### src/design/window_median_filter_assert.svh
// Assertion macros for the median filter RTL
`ifndef WINDOW_MEDIAN_FILTER_ASSERT_SVH
`define WINDOW_MEDIAN_FILTER_ASSERT_SVH

// same-cycle implication, disabled during reset
`define WMF_ASSERT_IMPL(label, clk, rstn, ante, cons) \
    label: assert property (@(posedge clk) disable iff (!rstn) (ante) |-> (cons)) \
        else $error("window_median_filter assertion failed");

// next-cycle implication, disabled during reset
`define WMF_ASSERT_NEXT(label, clk, rstn, ante, cons) \
    label: assert property (@(posedge clk) disable iff (!rstn) (ante) |=> (cons)) \
        else $error("window_median_filter assertion failed");

`endif

### src/design/wmf_pkg.sv
// Types and constants of the window median filter
package wmf_pkg;

    localparam int SAMPLE_W = 16;
    localparam int MEDIAN_W = 17;
    localparam int COUNT_W  = 5;

    typedef struct packed {
        logic signed [SAMPLE_W-1:0] sample;
        logic                       last;
    } wmf_sample_t;

    typedef struct packed {
        logic signed [MEDIAN_W-1:0] median_doubled;
        logic [COUNT_W-1:0]         sample_count;
        logic                       overflowed;
    } wmf_result_t;

    typedef enum logic [2:0] {
        WMF_IDLE,
        WMF_CAND,
        WMF_CLOAD,
        WMF_SCAN,
        WMF_DONE
    } wmf_state_t;

endpackage

### src/design/wmf_store.sv
// Window sample memory: one write port, one registered read port
module wmf_store #(
    parameter int MAX_WINDOW = 16,
    parameter int ADDR_W     = 4
) (
    input  logic                                aclk,
    input  logic                                wr_en,
    input  logic [ADDR_W-1:0]                   wr_addr,
    input  logic signed [wmf_pkg::SAMPLE_W-1:0] wr_data,
    input  logic [ADDR_W-1:0]                   rd_addr,
    output logic signed [wmf_pkg::SAMPLE_W-1:0] rd_data
);
    import wmf_pkg::*;

    logic signed [SAMPLE_W-1:0] mem_reg [MAX_WINDOW];
    logic signed [SAMPLE_W-1:0] rd_data_reg;

    always_ff @(posedge aclk) begin
        if (wr_en) begin
            mem_reg[wr_addr] <= wr_data;
        end
        rd_data_reg <= mem_reg[rd_addr];
    end

    assign rd_data = rd_data_reg;

endmodule

### src/design/wmf_select.sv
// Rank-counting median selector over the sample memory
module wmf_select #(
    parameter int MAX_WINDOW = 16,
    parameter int CNT_W      = 5,
    parameter int ADDR_W     = 4
) (
    input  logic                                aclk,
    input  logic                                aresetn,
    input  logic                                start,
    input  logic [CNT_W-1:0]                    start_count,
    input  logic                                start_drop,
    output logic                                busy,
    output logic [ADDR_W-1:0]                   rd_addr,
    input  logic signed [wmf_pkg::SAMPLE_W-1:0] rd_data,
    output logic                                res_valid,
    input  logic                                res_ready,
    output wmf_pkg::wmf_result_t                res_data
);
    import wmf_pkg::*;

    wmf_state_t                 state_reg, state_next;
    logic [CNT_W-1:0]           n_reg, n_next;
    logic                       drop_reg, drop_next;
    logic [CNT_W-1:0]           hi_rank_reg, hi_rank_next;
    logic [CNT_W-1:0]           lo_rank_reg, lo_rank_next;
    logic [CNT_W-1:0]           i_reg, i_next;
    logic [CNT_W-1:0]           j_reg, j_next;
    logic [CNT_W-1:0]           rank_reg, rank_next;
    logic                       pend_reg, pend_next;
    logic [CNT_W-1:0]           pend_idx_reg, pend_idx_next;
    logic signed [SAMPLE_W-1:0] cand_reg, cand_next;
    logic signed [SAMPLE_W-1:0] lo_reg, lo_next;
    logic signed [SAMPLE_W-1:0] hi_reg, hi_next;
    logic [CNT_W-1:0]           rd_idx;
    logic                       less;

    always_ff @(posedge aclk) begin
        if (!aresetn) begin
            state_reg <= WMF_IDLE;
        end else begin
            state_reg <= state_next;
        end
    end

    always_ff @(posedge aclk) begin
        n_reg        <= n_next;
        drop_reg     <= drop_next;
        hi_rank_reg  <= hi_rank_next;
        lo_rank_reg  <= lo_rank_next;
        i_reg        <= i_next;
        j_reg        <= j_next;
        rank_reg     <= rank_next;
        pend_reg     <= pend_next;
        pend_idx_reg <= pend_idx_next;
        cand_reg     <= cand_next;
        lo_reg       <= lo_next;
        hi_reg       <= hi_next;
    end

    assign less = (rd_data < cand_reg) || ((rd_data == cand_reg) && (pend_idx_reg < i_reg));

    always_comb begin
        state_next    = state_reg;
        n_next        = n_reg;
        drop_next     = drop_reg;
        hi_rank_next  = hi_rank_reg;
        lo_rank_next  = lo_rank_reg;
        i_next        = i_reg;
        j_next        = j_reg;
        rank_next     = rank_reg;
        pend_next     = pend_reg;
        pend_idx_next = pend_idx_reg;
        cand_next     = cand_reg;
        lo_next       = lo_reg;
        hi_next       = hi_reg;
        rd_idx        = j_reg;
        res_valid     = 1'b0;

        case (state_reg)
            WMF_IDLE: begin
                if (start) begin
                    n_next       = start_count;
                    drop_next    = start_drop;
                    hi_rank_next = start_count >> 1;
                    lo_rank_next = start_count[0] ? (start_count >> 1)
                                                  : (start_count >> 1) - CNT_W'(1);
                    i_next       = '0;
                    state_next   = WMF_CAND;
                end
            end
            WMF_CAND: begin
                rd_idx     = i_reg;
                state_next = WMF_CLOAD;
            end
            WMF_CLOAD: begin
                cand_next     = rd_data;
                rd_idx        = '0;
                j_next        = CNT_W'(1);
                pend_next     = 1'b1;
                pend_idx_next = '0;
                rank_next     = '0;
                state_next    = WMF_SCAN;
            end
            WMF_SCAN: begin
                if (pend_reg) begin
                    rank_next = rank_reg + CNT_W'(less);
                    if (j_reg < n_reg) begin
                        rd_idx        = j_reg;
                        j_next        = j_reg + CNT_W'(1);
                        pend_idx_next = j_reg;
                    end else begin
                        pend_next = 1'b0;
                    end
                end else begin
                    if (rank_reg == hi_rank_reg) begin
                        hi_next = cand_reg;
                    end
                    if (rank_reg == lo_rank_reg) begin
                        lo_next = cand_reg;
                    end
                    i_next = i_reg + CNT_W'(1);
                    if (i_reg == n_reg - CNT_W'(1)) begin
                        state_next = WMF_DONE;
                    end else begin
                        state_next = WMF_CAND;
                    end
                end
            end
            WMF_DONE: begin
                res_valid = 1'b1;
                if (res_ready) begin
                    state_next = WMF_IDLE;
                end
            end
            default: begin
                state_next = WMF_IDLE;
            end
        endcase
    end

    assign rd_addr = rd_idx[ADDR_W-1:0];
    assign busy    = (state_reg != WMF_IDLE);

    assign res_data.median_doubled = {lo_reg[SAMPLE_W-1], lo_reg}
                                   + {hi_reg[SAMPLE_W-1], hi_reg};
    assign res_data.sample_count   = COUNT_W'(n_reg);
    assign res_data.overflowed     = drop_reg;

endmodule

### src/design/window_median_filter.sv
// Window median filter top level: sample loading, selector and result register
//
//   Channel   Ports                        Payload
//   s_        s_valid, s_ready, s_data     wmf_sample_t (sample, last)
//   m_        m_valid, m_ready, m_data     wmf_result_t (median, count, flag)
//
// Samples load at one beat per cycle into the sample memory while the selector is idle.
// A last beat with n kept samples starts the selector, which ranks them by counting
// over the single memory read port; s_ready is low while it runs.
// The result sits in an output register; loading resumes while it waits.
// While the output register is full, a finished result holds and s_ready stays low.
// Reset (aresetn, synchronous) empties the window and the output register.
`include "window_median_filter_assert.svh"

module window_median_filter #(
    parameter int MAX_WINDOW = 16
) (
    input  logic                 aclk,
    input  logic                 aresetn,
    input  logic                 s_valid,
    output logic                 s_ready,
    input  wmf_pkg::wmf_sample_t s_data,
    output logic                 m_valid,
    input  logic                 m_ready,
    output wmf_pkg::wmf_result_t m_data
);
    import wmf_pkg::*;

    localparam int CNT_W  = $clog2(MAX_WINDOW + 1);
    localparam int ADDR_W = (MAX_WINDOW > 1) ? $clog2(MAX_WINDOW) : 1;

    logic [CNT_W-1:0]           fill_count_reg, fill_count_next;
    logic                       drop_reg, drop_next;
    logic                       m_valid_reg, m_valid_next;
    wmf_result_t                m_data_reg, m_data_next;
    logic                       s_fire;
    logic                       has_room;
    logic                       sel_start;
    logic [CNT_W-1:0]           sel_count;
    logic                       sel_drop;
    logic                       sel_busy;
    logic [ADDR_W-1:0]          rd_addr;
    logic signed [SAMPLE_W-1:0] rd_data;
    logic                       res_valid;
    logic                       res_ready;
    wmf_result_t                res_data;

    assign s_ready   = !sel_busy;
    assign s_fire    = s_valid && s_ready;
    assign has_room  = (fill_count_reg < CNT_W'(MAX_WINDOW));
    assign sel_start = s_fire && s_data.last;
    assign sel_count = has_room ? fill_count_reg + CNT_W'(1) : fill_count_reg;
    assign sel_drop  = drop_reg || !has_room;
    assign res_ready = !m_valid_reg || m_ready;

    always_comb begin
        fill_count_next = fill_count_reg;
        drop_next       = drop_reg;
        if (s_fire) begin
            if (s_data.last) begin
                fill_count_next = '0;
                drop_next       = 1'b0;
            end else if (has_room) begin
                fill_count_next = fill_count_reg + CNT_W'(1);
            end else begin
                drop_next = 1'b1;
            end
        end
    end

    always_comb begin
        m_valid_next = m_valid_reg;
        m_data_next  = m_data_reg;
        if (res_valid && res_ready) begin
            m_valid_next = 1'b1;
            m_data_next  = res_data;
        end else if (m_ready) begin
            m_valid_next = 1'b0;
        end
    end

    always_ff @(posedge aclk) begin
        if (!aresetn) begin
            fill_count_reg <= '0;
            drop_reg       <= 1'b0;
            m_valid_reg    <= 1'b0;
        end else begin
            fill_count_reg <= fill_count_next;
            drop_reg       <= drop_next;
            m_valid_reg    <= m_valid_next;
        end
    end

    always_ff @(posedge aclk) begin
        m_data_reg <= m_data_next;
    end

    assign m_valid = m_valid_reg;
    assign m_data  = m_data_reg;

    wmf_store #(
        .MAX_WINDOW (MAX_WINDOW),
        .ADDR_W     (ADDR_W)
    ) u_store (
        .aclk    (aclk),
        .wr_en   (s_fire && has_room),
        .wr_addr (fill_count_reg[ADDR_W-1:0]),
        .wr_data (s_data.sample),
        .rd_addr (rd_addr),
        .rd_data (rd_data)
    );

    wmf_select #(
        .MAX_WINDOW (MAX_WINDOW),
        .CNT_W      (CNT_W),
        .ADDR_W     (ADDR_W)
    ) u_select (
        .aclk        (aclk),
        .aresetn     (aresetn),
        .start       (sel_start),
        .start_count (sel_count),
        .start_drop  (sel_drop),
        .busy        (sel_busy),
        .rd_addr     (rd_addr),
        .rd_data     (rd_data),
        .res_valid   (res_valid),
        .res_ready   (res_ready),
        .res_data    (res_data)
    );

    `WMF_ASSERT_IMPL(a_fill_bound, aclk, aresetn, 1'b1, fill_count_reg <= CNT_W'(MAX_WINDOW))
    `WMF_ASSERT_NEXT(a_window_clear, aclk, aresetn, sel_start, fill_count_reg == '0 && !drop_reg)
    `WMF_ASSERT_NEXT(a_load_stall, aclk, aresetn, sel_start, !s_ready)

endmodule

### config.mk
export PLATFORM = sky130hd
export DESIGN_NAME = window_median_filter
export DESIGN_NICKNAME = d
export VERILOG_FILES = /design/src/design/wmf_pkg.sv /design/src/design/wmf_store.sv /design/src/design/wmf_select.sv /design/src/design/window_median_filter.sv
export VERILOG_INCLUDE_DIRS = /design/src /design/src/design
export SDC_FILE = /design/constraint.sdc
export NUM_CORES = 1
export LEC_CHECK = 0
export BUFFER_PORTS_ARGS = -buffer_cell sky130_fd_sc_hd__buf_2
export CORE_MARGIN = 3
export CORE_UTILIZATION = 35
export DETAILED_ROUTE_END_ITERATION = 12
export PLACE_DENSITY = 0.61
export SYNTH_ARGS = -nofsm -noshare
export SYNTH_HDL_FRONTEND = slang
export SYNTH_SLANG_ARGS = --single-unit
### constraint.sdc
create_clock -name aclk -period 3.9 [get_ports aclk]
set_clock_uncertainty 0.2 [all_clocks]
set_input_delay 0.78 -clock aclk [delete_from_list [all_inputs] [get_ports aclk]]
set_output_delay 0.78 -clock aclk [all_outputs]
set_load 0.05 [all_outputs]
==> flow_summary.toml, run 1 <==
[outcome]
outcome = "complete, no violations"

[floorplanning]
die_h_um = 220.7
coreArea_um2 = 45480
start_util_pct = 35.48
io_pins = 46
placementRows = 78
fp.dieW_um = 220.7
die_area_um2 = 48710

[synth]
syn_inst = 1193
async_flop_share_pct = 0
synth-warning-count = 0
syn-num-nets = 1265
synthDistinctLibCells = 62
syn_area_um2 = 16130
avgSynthCellArea_um2 = 13.52
synthFlopType = "edfxtp_1"
synth-seq-cells = 385
yosysSeqAreaShare_pct = 70.04
synth-edff-count = 359

[sta]
grt_setup_unrepaired = "no"
fmax_mhz = 311.5
layout_min_cycle_time_ns = 3.210
slew_violations = 0
tns_ns = 0
slew_headroom_pct = 36.31
fin_crit_sh_pct = 82.31
setup_viol = 0
timing_hold_violations_final = 0
holdWs_ns = 0.2366
worst_pin_slew_ns = 0.9553

[global_routing]
grt_pass1_vias = 9359
grtUsageTotal_pct = 14.25
grt_max_degree = 81
overflow = 0
antenna_found_initial = 1
grt_pass1_wl_um = 53050

[detailed_routing]
vias = 9431
wl_per_cell_um = 17.98
drt_iter0_drc = 549
drt_wl_total_um = 34140
vias_per_cell = 4.966
first_pass_iters = 5
postRouteAntennaNets = 0
drc = 0

[placed_design]
place_inst = 1821
dpl-instance-area_um2 = 17180
gp_congestion = 0.7721
dpl.hpwl_um = 20970
portBuffers = 45

[clock_network]
cts_buffers = 42
post_cts_buffers = 0
clkLatencyLatePin_ns = 0.56
clock-sinks = 385
path_clk_slew_ns = 0.06
root_buffer = "clkbuf_16"
tritoncts = "done"
htreeDepth = 2
cts_resized = 0
ctsLongestPathBuffers = 3
cts_hold_buf = 0

[cells_and_area]
final_cell_area_um2 = 18560
largest_register_ffs = 256
nets = 1337
instances_no_fill = 1899
multi_input_area_um2 = 4491
seq_area_um2 = 11300
drive_gt1_share_pct = 13.71
areaGrowthSynthToFinish_pct = 15.05
fillers = 4234
fin_util_pct = 40.82

[setup_path]
crit_path_start_kind = "register"
r2r_cells = 8
worstPathRequired_ns = 4.08
arrival_ns = 3.39
crit_fanout = 30
crit_path_start = "u_select.state_reg[0]"
timing.rr.start = "u_select.state_reg[0]"
endpoint_kind = "register"
path_class = "reg2reg"

[power_and_ir_drop]
switching_share_pct = 31.54
p_sw_w = 0.003787
leakagePower_nw = 6.592
p_int_w = 0.008219
clockPowerShare_pct = 32.8
ir_drop_mv = 0.4040
seq_power_share_pct = 42.3
powerDensity_nw_per_um2 = 646.8
share_comb_of_total_power_pct = 24.9

[hold_path]
hold_start = "u_select.drop_reg"
min_path_cells = 0
hp-class = "reg2reg"

[flow_run]
maxCapViolCount = 0
==> Yosys cell counts, drive strengths merged, types with 3 or more instances <==
cell,n,area share (%)
edfxtp,359,67
o21ai,12,0.37
a32o,16,0.99
nor2,65,1.6
nor2b,17,0.67
xor2,16,0.87
buf,28,1.0
clkbuf,20,0.50
nor3,39,1.7
o211ai,6,0.28
a221oi,3,0.38
nand3,74,2.3
nand2b,13,0.50
nand4,25,0.97
inv,38,0.88
a211oi,8,0.45
a22oi,17,0.79
nand2,208,4.9
dfxtp,26,3.2
mux2i,18,1.1
ha,50,3.9
a21o,7,0.33
xnor2,24,1.3
o21a,6,0.28
a21boi,4,0.19
a21oi,48,1.5
and3,16,0.62
a31oi,3,0.12
==> worst paths after layout <==
path / endpoint / slack (ns)
worst max register to register: u_store.rd_data[2] / 0.69
worst min register to register: m_data[0] / 0.24
worst min-delay path: m_data[0] / 0.24
worst max-delay path: u_store.rd_data[2] / 0.69
==> critical path, stage by stage (launching register included) <==
cell and delay, ns:
dfxtp_1 0.51, buf_4 0.27, and3_1 0.24, a221o_2 0.59
buf_4 0.44, nand2_1 0.10, nand3_1 0.10, nand4_1 0.15
nor3_1 0.43
==> cells by family after synthesis <==
family / after synthesis / share of synthesized area [%]
AOI/OAI and AO/OA: 143 / 6.421
adders and majority gates: 51 / 4.002
DFF: 385 / 70.04
xor gates and xnor gates: 40 / 2.171
buffers and inverters: 86 / 2.381
and+or+nand+nor: 470 / 13.87
muxes: 18 / 1.117
==> metal layers <==
metal | vias up | share of wire (%) | GRT usage, %
li1 | 4559 | - | -
met1 | 4530 | 43 | 18.11
met2 | 254 | 47 | 23.46
met3 | 88 | 5.4 | 2.623
met4 | 0 | 4.5 | 7.102
met5 | - | 0 | 0
==> layout by cell type (no fill, tap or decap), types with 7 or more instances in the layout <==
cell,instances
xnor2_1,24
nand2b_1,13
ha_1,50
nor3_1,17
mux2i_1,18
buf_2,45
a32o_1,16
and3_1,16
inv_1,38
a21o_1,7
edfxtp_1,359
nor2b_1,16
buf_4,28
a21oi_1,48
nor3_2,20
nand4_1,25
nand2_1,207
nand3_1,74
dfxtp_1,26
xor2_1,16
clkbuf_16,42
nor2_1,63
clkinv_2,13
o21ai_0,12
a211oi_1,7
a22oi_1,17
==> cell type report <==
type                            instances  area share, %
Antenna cell                            1        0.01348
Clock buffer                           48          5.783
Clock inverter                         29          1.651
Inverter                               38         0.7684
Multi-Input combinational cell        722          24.19
Sequential cell                       385          60.88
Tap cell                              600          4.044
Timing Repair Buffer                   76          2.669
==> power by group through the flow <==
stage               Sequential [W]  Combinational (W)  Clock [W]
floorplan                  0.00507            0.00218          0
finish                     0.00508            0.00299    0.00394
global placement           0.00515            0.00297          0
detailed placement         0.00517            0.00301          0
global route               0.00511            0.00334    0.00421
CTS                        0.00508            0.00302    0.00405
==> through the flow <==
stage | setup slack [ns] | total power, W
global placement | 0.7430 | 0.008121
detailed placement | 0.7300 | 0.008170
finish | 0.6897 | 0.01201
floorplan | 0.06869 | 0.007243
CTS | 0.7060 | 0.01214
global route | 0.5036 | 0.01266
No activity file was read; power rests on OpenSTA's default activity.
==> run 2, diff against run 1 <==
--- a/config.mk
+++ b/config.mk
@@ -10,7 +10,7 @@
 export CORE_MARGIN = 3
 export CORE_UTILIZATION = 35
 export DETAILED_ROUTE_END_ITERATION = 12
-export PLACE_DENSITY = 0.61
+export PLACE_DENSITY = 0.63
 export SYNTH_ARGS = -nofsm -noshare
 export SYNTH_HDL_FRONTEND = slang
 export SYNTH_SLANG_ARGS = --single-unit
==> constraint.sdc (replaced) <==
create_clock -name aclk -period 2.8 [get_ports aclk]
set_clock_uncertainty 0.2 [all_clocks]
set_input_delay 0.56 -clock aclk [delete_from_list [all_inputs] [get_ports aclk]]
set_output_delay 0.56 -clock aclk [all_outputs]
set_load 0.05 [all_outputs]
==> run 2 against run 1 <==
Die area unchanged. Final area up 2.5%. Total power up 39%. First-iteration DRC count up 26%. Largest power group unchanged.
==> flow_summary.toml, run 2 (synthesis results as in run 1) <==
[sta]
layout_min_cycle_time_ns = 2.699
worst_pin_slew_ns = 0.8674
fin_crit_sh_pct = 96.40
slew_violations = 0
timing_hold_violations_final = 0
grt_setup_unrepaired = "yes"
slew_headroom_pct = 41.98
setup_viol = 0
holdWs_ns = 0.1121
fmax_mhz = 370.5

[setup_path]
crit_path_start = "u_select.cand_reg[1]"
path_class = "reg2reg"
cpPeakStageDelay_ns = 0.40
cp_num_buf_inv = 1
worstPathCellList = "inv_2, ha_4, nor2b_2, o21a_1, o21a_1, o21ai_1, nand4_1, o211ai_1, ha_2, ha_4, nand3_1, xor2_1, nor2_1"
endpoint_kind = "register"
worstPathRequired_ns = 2.90
critPathSlowestCell = "edfxtp_1"
arrival_ns = 2.80
critPathTopFamily = "compound AO/OA/AOI/OAI gates"
timing.rr.start = "u_select.cand_reg[1]"
crit_fanout = 2
crit_path_start_kind = "register"

[hold_path]
hold_start = "s_valid"
hp-class = "in2reg"

[detailed_routing]
vias = 9460
postRouteAntennaNets = 0
drt_iter0_drc = 689
vias_per_cell = 4.919
wl_per_cell_um = 17.20
first_pass_iters = 5
drc = 0
drt_wl_total_um = 33080

[clock_network]
tritoncts = "done"
path_clk_slew_ns = 0.06
htreeDepth = 2
post_cts_buffers = 0
clkLatencyLatePin_ns = 0.57
root_buffer = "clkbuf_16"
ctsLongestPathBuffers = 3
cts_buffers = 41
clock-sinks = 385

[floorplanning]
die_h_um = 220.7
placementRows = 78
die_area_um2 = 48710
io_pins = 46
fp.dieW_um = 220.7
coreArea_um2 = 45480
start_util_pct = 35.48

[cells_and_area]
largest_register_ffs = 256
nets = 1362
drive_gt1_share_pct = 16.70
seq_area_um2 = 11300
multi_input_area_um2 = 4589
fillers = 4219
most-common-layout-cells = "edfxtp_1 (359), nand2_1 (206), nand3_1 (74)"
layout_commonest_cell = "edfxtp_1"
areaGrowthSynthToFinish_pct = 17.91
diodes = 0
final_cell_area_um2 = 19020

[global_routing]
grt_busiest_layer = "met2"
met1_usage_pct = 18.56
met3_usage_pct = 2.252
grt_pass1_vias = 9355
grt_pass1_wl_um = 52370
use_met2_pct = 23.32
grtUsageTotal_pct = 13.88
overflow = 0
grt_max_degree = 49
antenna_found_initial = 1

[power_and_ir_drop]
leakagePower_nw = 6.708
powerDensity_nw_per_um2 = 876.0
ir_drop_mv = 0.3913

[placed_design]
portBuffers = 45
dpl-instance-area_um2 = 17710
gp_congestion = 0.8135
dpl.hpwl_um = 21260

[flow_run]
maxCapViolCount = 0

[outcome]
outcome = "complete, no violations"
==> run 2: cell types whose count changed in the layout (fill, tap and decap cells not counted), sizes merged <==
cell | previous run | this run
buf | 76 | 102
bufinv | 5 | 0
clkbuf | 48 | 52
clkinvlp | 1 | 3
inv | 41 | 39
diode | 1 | 0
==> run 2: report_power, final <==
part	switching, W	internal (W)
sequential	0.000264	0.00677
clock	0.00222	0.00286
combinational	0.00281	0.00174
total	0.00530	0.0114
==> run 2: layout make-up <==
type / instances / area share, %
Clock buffer: 52 / 5.880
Inverter: 38 / 0.7498
Multi-Input combinational cell: 722 / 24.13
Clock inverter: 24 / 0.8156
Sequential cell: 385 / 59.41
Tap cell: 600 / 3.946
Timing Repair Buffer: 102 / 5.078
==> run 2: worst reg2reg max path: stages, from the launching register on <==
cell	delay [ns]
edfxtp_1	0.40
inv_2	0.08
ha_4	0.19
nor2b_2	0.15
o21a_1	0.16
o21a_1	0.16
o21ai_1	0.12
nand4_1	0.09
o211ai_1	0.25
ha_2	0.25
ha_4	0.13
nand3_1	0.09
xor2_1	0.15
nor2_1	0.05
==> run 2: worst paths after layout <==
check	slack (ns)	endpoint	cells past startpoint
min	0.11	drop_reg	3
max reg2reg	0.10	u_select.rank_reg[4]	13
max	0.10	u_select.rank_reg[4]	13
min reg2reg	0.22	m_data[0]	0
==> run 2: through the flow <==
| stage | setup TNS, ns | total power (W) | setup WS [ns] | utilization [%] | instances |
|---|---|---|---|---|---|
| 6_report | 0 | 0.01667 | 0.1008 | 41.83 | 1923 |
| 5_1_grt | -0.1591 | 0.01759 | -0.07965 | 41.83 | 1923 |
| 4_1_cts | 0 | 0.01683 | 0.05539 | 41.75 | 1923 |
| 3_5_place_dp | 0 | 0.01171 | 0.06652 | 38.95 | 1847 |
| 3_3_place_gp | 0 | 0.01163 | 0.06828 | 38.95 | 1847 |
| 2_1_floorplan | -0.2791 | 0.01011 | -0.01744 | - | 1193 |
==> run 2: metal layers <==
layer	vias up	wire [µm]
met1	4609	14990
met2	195	15930
met5	-	11
met4	2	604
li1	4606	-
met3	48	1545
==> run 2: repair_timing <==
action / in CTS / in global routing
resized for setup: 0 / 8
setup endpoints to repair: 0 / 4
hold buffers: 0 / 0
